[config.mk]
export PLATFORM = sky130hd
export DESIGN_NAME = rilbp_pattern
export DESIGN_NICKNAME = d
export VERILOG_FILES = /design/src/design/rilbp_pkg.sv /design/src/design/rilbp_pattern.sv
export SDC_FILE = /design/constraint.sdc
export NUM_CORES = 1
export LEC_CHECK = 0
export ABC_AREA = 1
export BUFFER_PORTS_ARGS = -buffer_cell sky130_fd_sc_hd__buf_2
export CAP_MARGIN = 30
export CORE_ASPECT_RATIO = 0.6
export CORE_UTILIZATION = 55
export DETAILED_ROUTE_END_ITERATION = 12
export MAX_ROUTING_LAYER = met4
export PLACE_DENSITY = 0.88
export SYNTH_ARGS = -nofsm -noshare
export SYNTH_HDL_FRONTEND = slang
export SYNTH_SLANG_ARGS = --single-unit
[constraint.sdc]
create_clock -name vclk -period 19.11
set_input_delay 1.911 -clock vclk [all_inputs]
set_output_delay 1.911 -clock vclk [all_outputs]
set_load 0.05 [all_outputs]
[src/design/rilbp_pkg.sv]
package rilbp_pkg;

  // Configuration register indexes
  localparam logic [0:0] REG_IMAGE_WIDTH  = 1'b0;
  localparam logic [0:0] REG_IMAGE_HEIGHT = 1'b1;

  // Field widths fixed by the interface
  localparam int unsigned CFG_DATA_W  = 16;
  localparam int unsigned WIDTH_BITS  = 11;
  localparam int unsigned HEIGHT_BITS = 16;
  localparam int unsigned IN_PIX_W    = 8;
  localparam int unsigned CODE_W      = 8;
  localparam int unsigned MIN_DIM     = 3;

  typedef logic [CODE_W-1:0] code_t;

  // Control that travels with a pixel from the accept stage to the pattern stage
  typedef struct packed {
    logic has_result;
    logic row_end;
    logic frame_end;
  } item_ctrl_t;

  // Smallest of the eight circular rotations of a code byte
  function automatic code_t min_rotation(code_t code);
    code_t best;
    code_t x;
    best = code;
    x    = code;
    for (int k = 0; k < CODE_W - 1; k++) begin
      x = {x[CODE_W-2:0], x[CODE_W-1]};
      if (x < best) begin
        best = x;
      end
    end
    return best;
  endfunction

endpackage

[src/design/rilbp_pattern.sv]
module rilbp_pattern
  import rilbp_pkg::*;
#(
  parameter int unsigned PIXEL_BITS = 8
) (
  // neighbours, MSB first: top-left, top, top-right, right,
  // bottom-right, bottom, bottom-left, left
  input  logic [CODE_W-1:0][PIXEL_BITS-1:0] nb_i,
  input  logic [PIXEL_BITS-1:0]             centre_i,
  output code_t                             code_o
);

  code_t raw;

  // One compare per neighbour
  always_comb begin
    for (int i = 0; i < CODE_W; i++) begin
      raw[i] = (nb_i[i] >= centre_i);
    end
  end

  assign code_o = min_rotation(raw);

endmodule

==> results.toml <==
[critical_path]
cp.arrival_ns = 14.76
start_kind = "primary input"
worstPathRequired_ns = 17.20
endpoint_kind = "output pin"
slowest_delay_ns = 0.62
slowest_stage = "a211oi_2"
cp_max_fo = 15
path_class = "in -> out"

[synth]
yosysMostFrequentCell = "nand2_1"
yosys-top-cells-count = "158 x nand2_1, 107 x ha_1, 65 x inv_1"
synth_area_leaders = "ha_1 38%, nand2_1 17%, inv_1 6.8%"
synth_top_cell_area_share = 0.376
syn_avg_cell_area_um2 = 6.39
synth_area_um2 = 3560
yosysUniqueCellTypes = 29
ys_seq_area_frac = 0
syn_nets = 737
ys_warn_count = 0
synth_area_leader_cell = "ha_1"
synthCells = 558

[sta]
max_freq_mhz = 60.0
slew_headroom = 0.473
rsz0062_at_grt = "no"
worst_pin_slew_ns = 0.789
worst_slack_ns = 2.44
setup_tns_ns = 0
setup_violations = 0
finalCritPeriodShare = 0.872
hold_viol_final = 0
period_needed_ns = 16.67
slew_violations = 0

[cells_and_area]
fin_cells = 711
nFlopsAndLatches = 0
drive_above_1_share = 0.199
final_core_util = 0.639
syn2layout_area_growth_pct = 11.0
nClkBuffers = 0
seq_area_um2 = 0
nFillCells = 557
nets = 808
antenna_cells = 0

[grt]
grt_start_max_net_pins = 17
grt_util_all_layers = 0.311
overflow = 0
antenna_found_initial = 0
grt_pass1_wl_um = 17000
grt_pass1_vias = 3803

[clock_network]
cts_hold_buf = 0
post_cts_resize_count = 0
post_cts_buffers = 0

[floorplan]
core_um2 = 6190
dieArea_um2 = 6820
fp.dieH_um = 64.4
die_w_um = 106
io_pins = 80
rows = 22
start_util = 0.576

[routing]
drt_iter0_drc = 288
vias_per_cell = 5.59
post-route-drc-count = 0
wl_um = 10000
wl_per_cell_um = 14.1
dr.pass1.iters = 5
vias = 3977
ant_nets = 0

[placement]
place_hpwl_um = 8390
dp_cells = 711
port_buffers = 80
pre_cts_slack_ns = 2.74
gp_congestion = 0.971

[run]
cap_violations = 0

[min_path]
worstHoldPathType = "in -> out"

[outcome]
outcome = "complete, no violations"
==> worst max-delay path: cells and delay by family <==
kind	cells	cell delay, ns
compound gates	21	6.50
fa+ha+maj	8	2.62
simple gates	20	2.60
buf+inv	5	1.10
==> cells in the final DEF, fill, tap and decap left out <==
cell      netlist  routed
inv_1          65      65
nand4_1         6       6
buf_2           0      80
o21a_1          2       2
a21oi_1        33      33
and3_2          4       4
o21bai_1        4       4
o21ai_0        41      41
nand2_8         2       2
clkinv_1        3       3
ha_1          107     107
nand2_2        20      20
nand2_4        12      12
and3_1          2       2
and2_2          1       1
nand2_1       158     158
nand3_2         3       3
o21ai_1         1       1
a211oi_2        1       1
nor2_1         37      37
nand3_1        32      32
a21oi_4         1       1
a211oi_1       11      11
nor3_4          1       1
==> kinds of logic after synthesis <==
| logic type | Yosys count | share of synthesized area |
|---|---|---|
| AND/OR/NAND/NOR | 278 | 0.372 |
| adder cells (fa/ha/maj) | 107 | 0.376 |
| AO/OA/AOI/OAI | 94 | 0.149 |
| buffers and inverters | 79 | 0.103 |
==> stage by stage <==
stage | hold WS [ns] | instance area (um2)
after floorplan | 4.59 | 3560
after global placement | 4.76 | 3960
after detailed placement | 4.76 | 3960
after CTS | 4.76 | 3960
after global routing | 4.87 | 3960
final | 4.78 | 3960
==> per-layer routing <==
| metal | vias to the layer above | global-route usage | part of all wire |
|---|---|---|---|
| met3 | 12 | 0.0224 | 0.064 |
| met1 | 1811 | 0.408 | 0.48 |
| met2 | 136 | 0.536 | 0.44 |
| met4 | 0 | 0.0451 | 0.0093 |
| met5 | - | - | 0 |
| li1 | 2018 | - | - |
==> area by class of cell <==
type               count  area, um2  area share
inverters             68        255      0.0645
multi-input cells    479       3200       0.808
well taps             84        105      0.0266
repair buffers        80        400       0.101
==> worst paths after layout <==
path	start	end	slack, ns	cells after the start
min	nb_i[7]	code_o[7]	4.78	7
max	centre_i[5]	code_o[3]	2.44	54
Power is left out: the tool's default activity adds up to more than one toggle a clock period on the data nets, which glitch-free logic cannot reach.
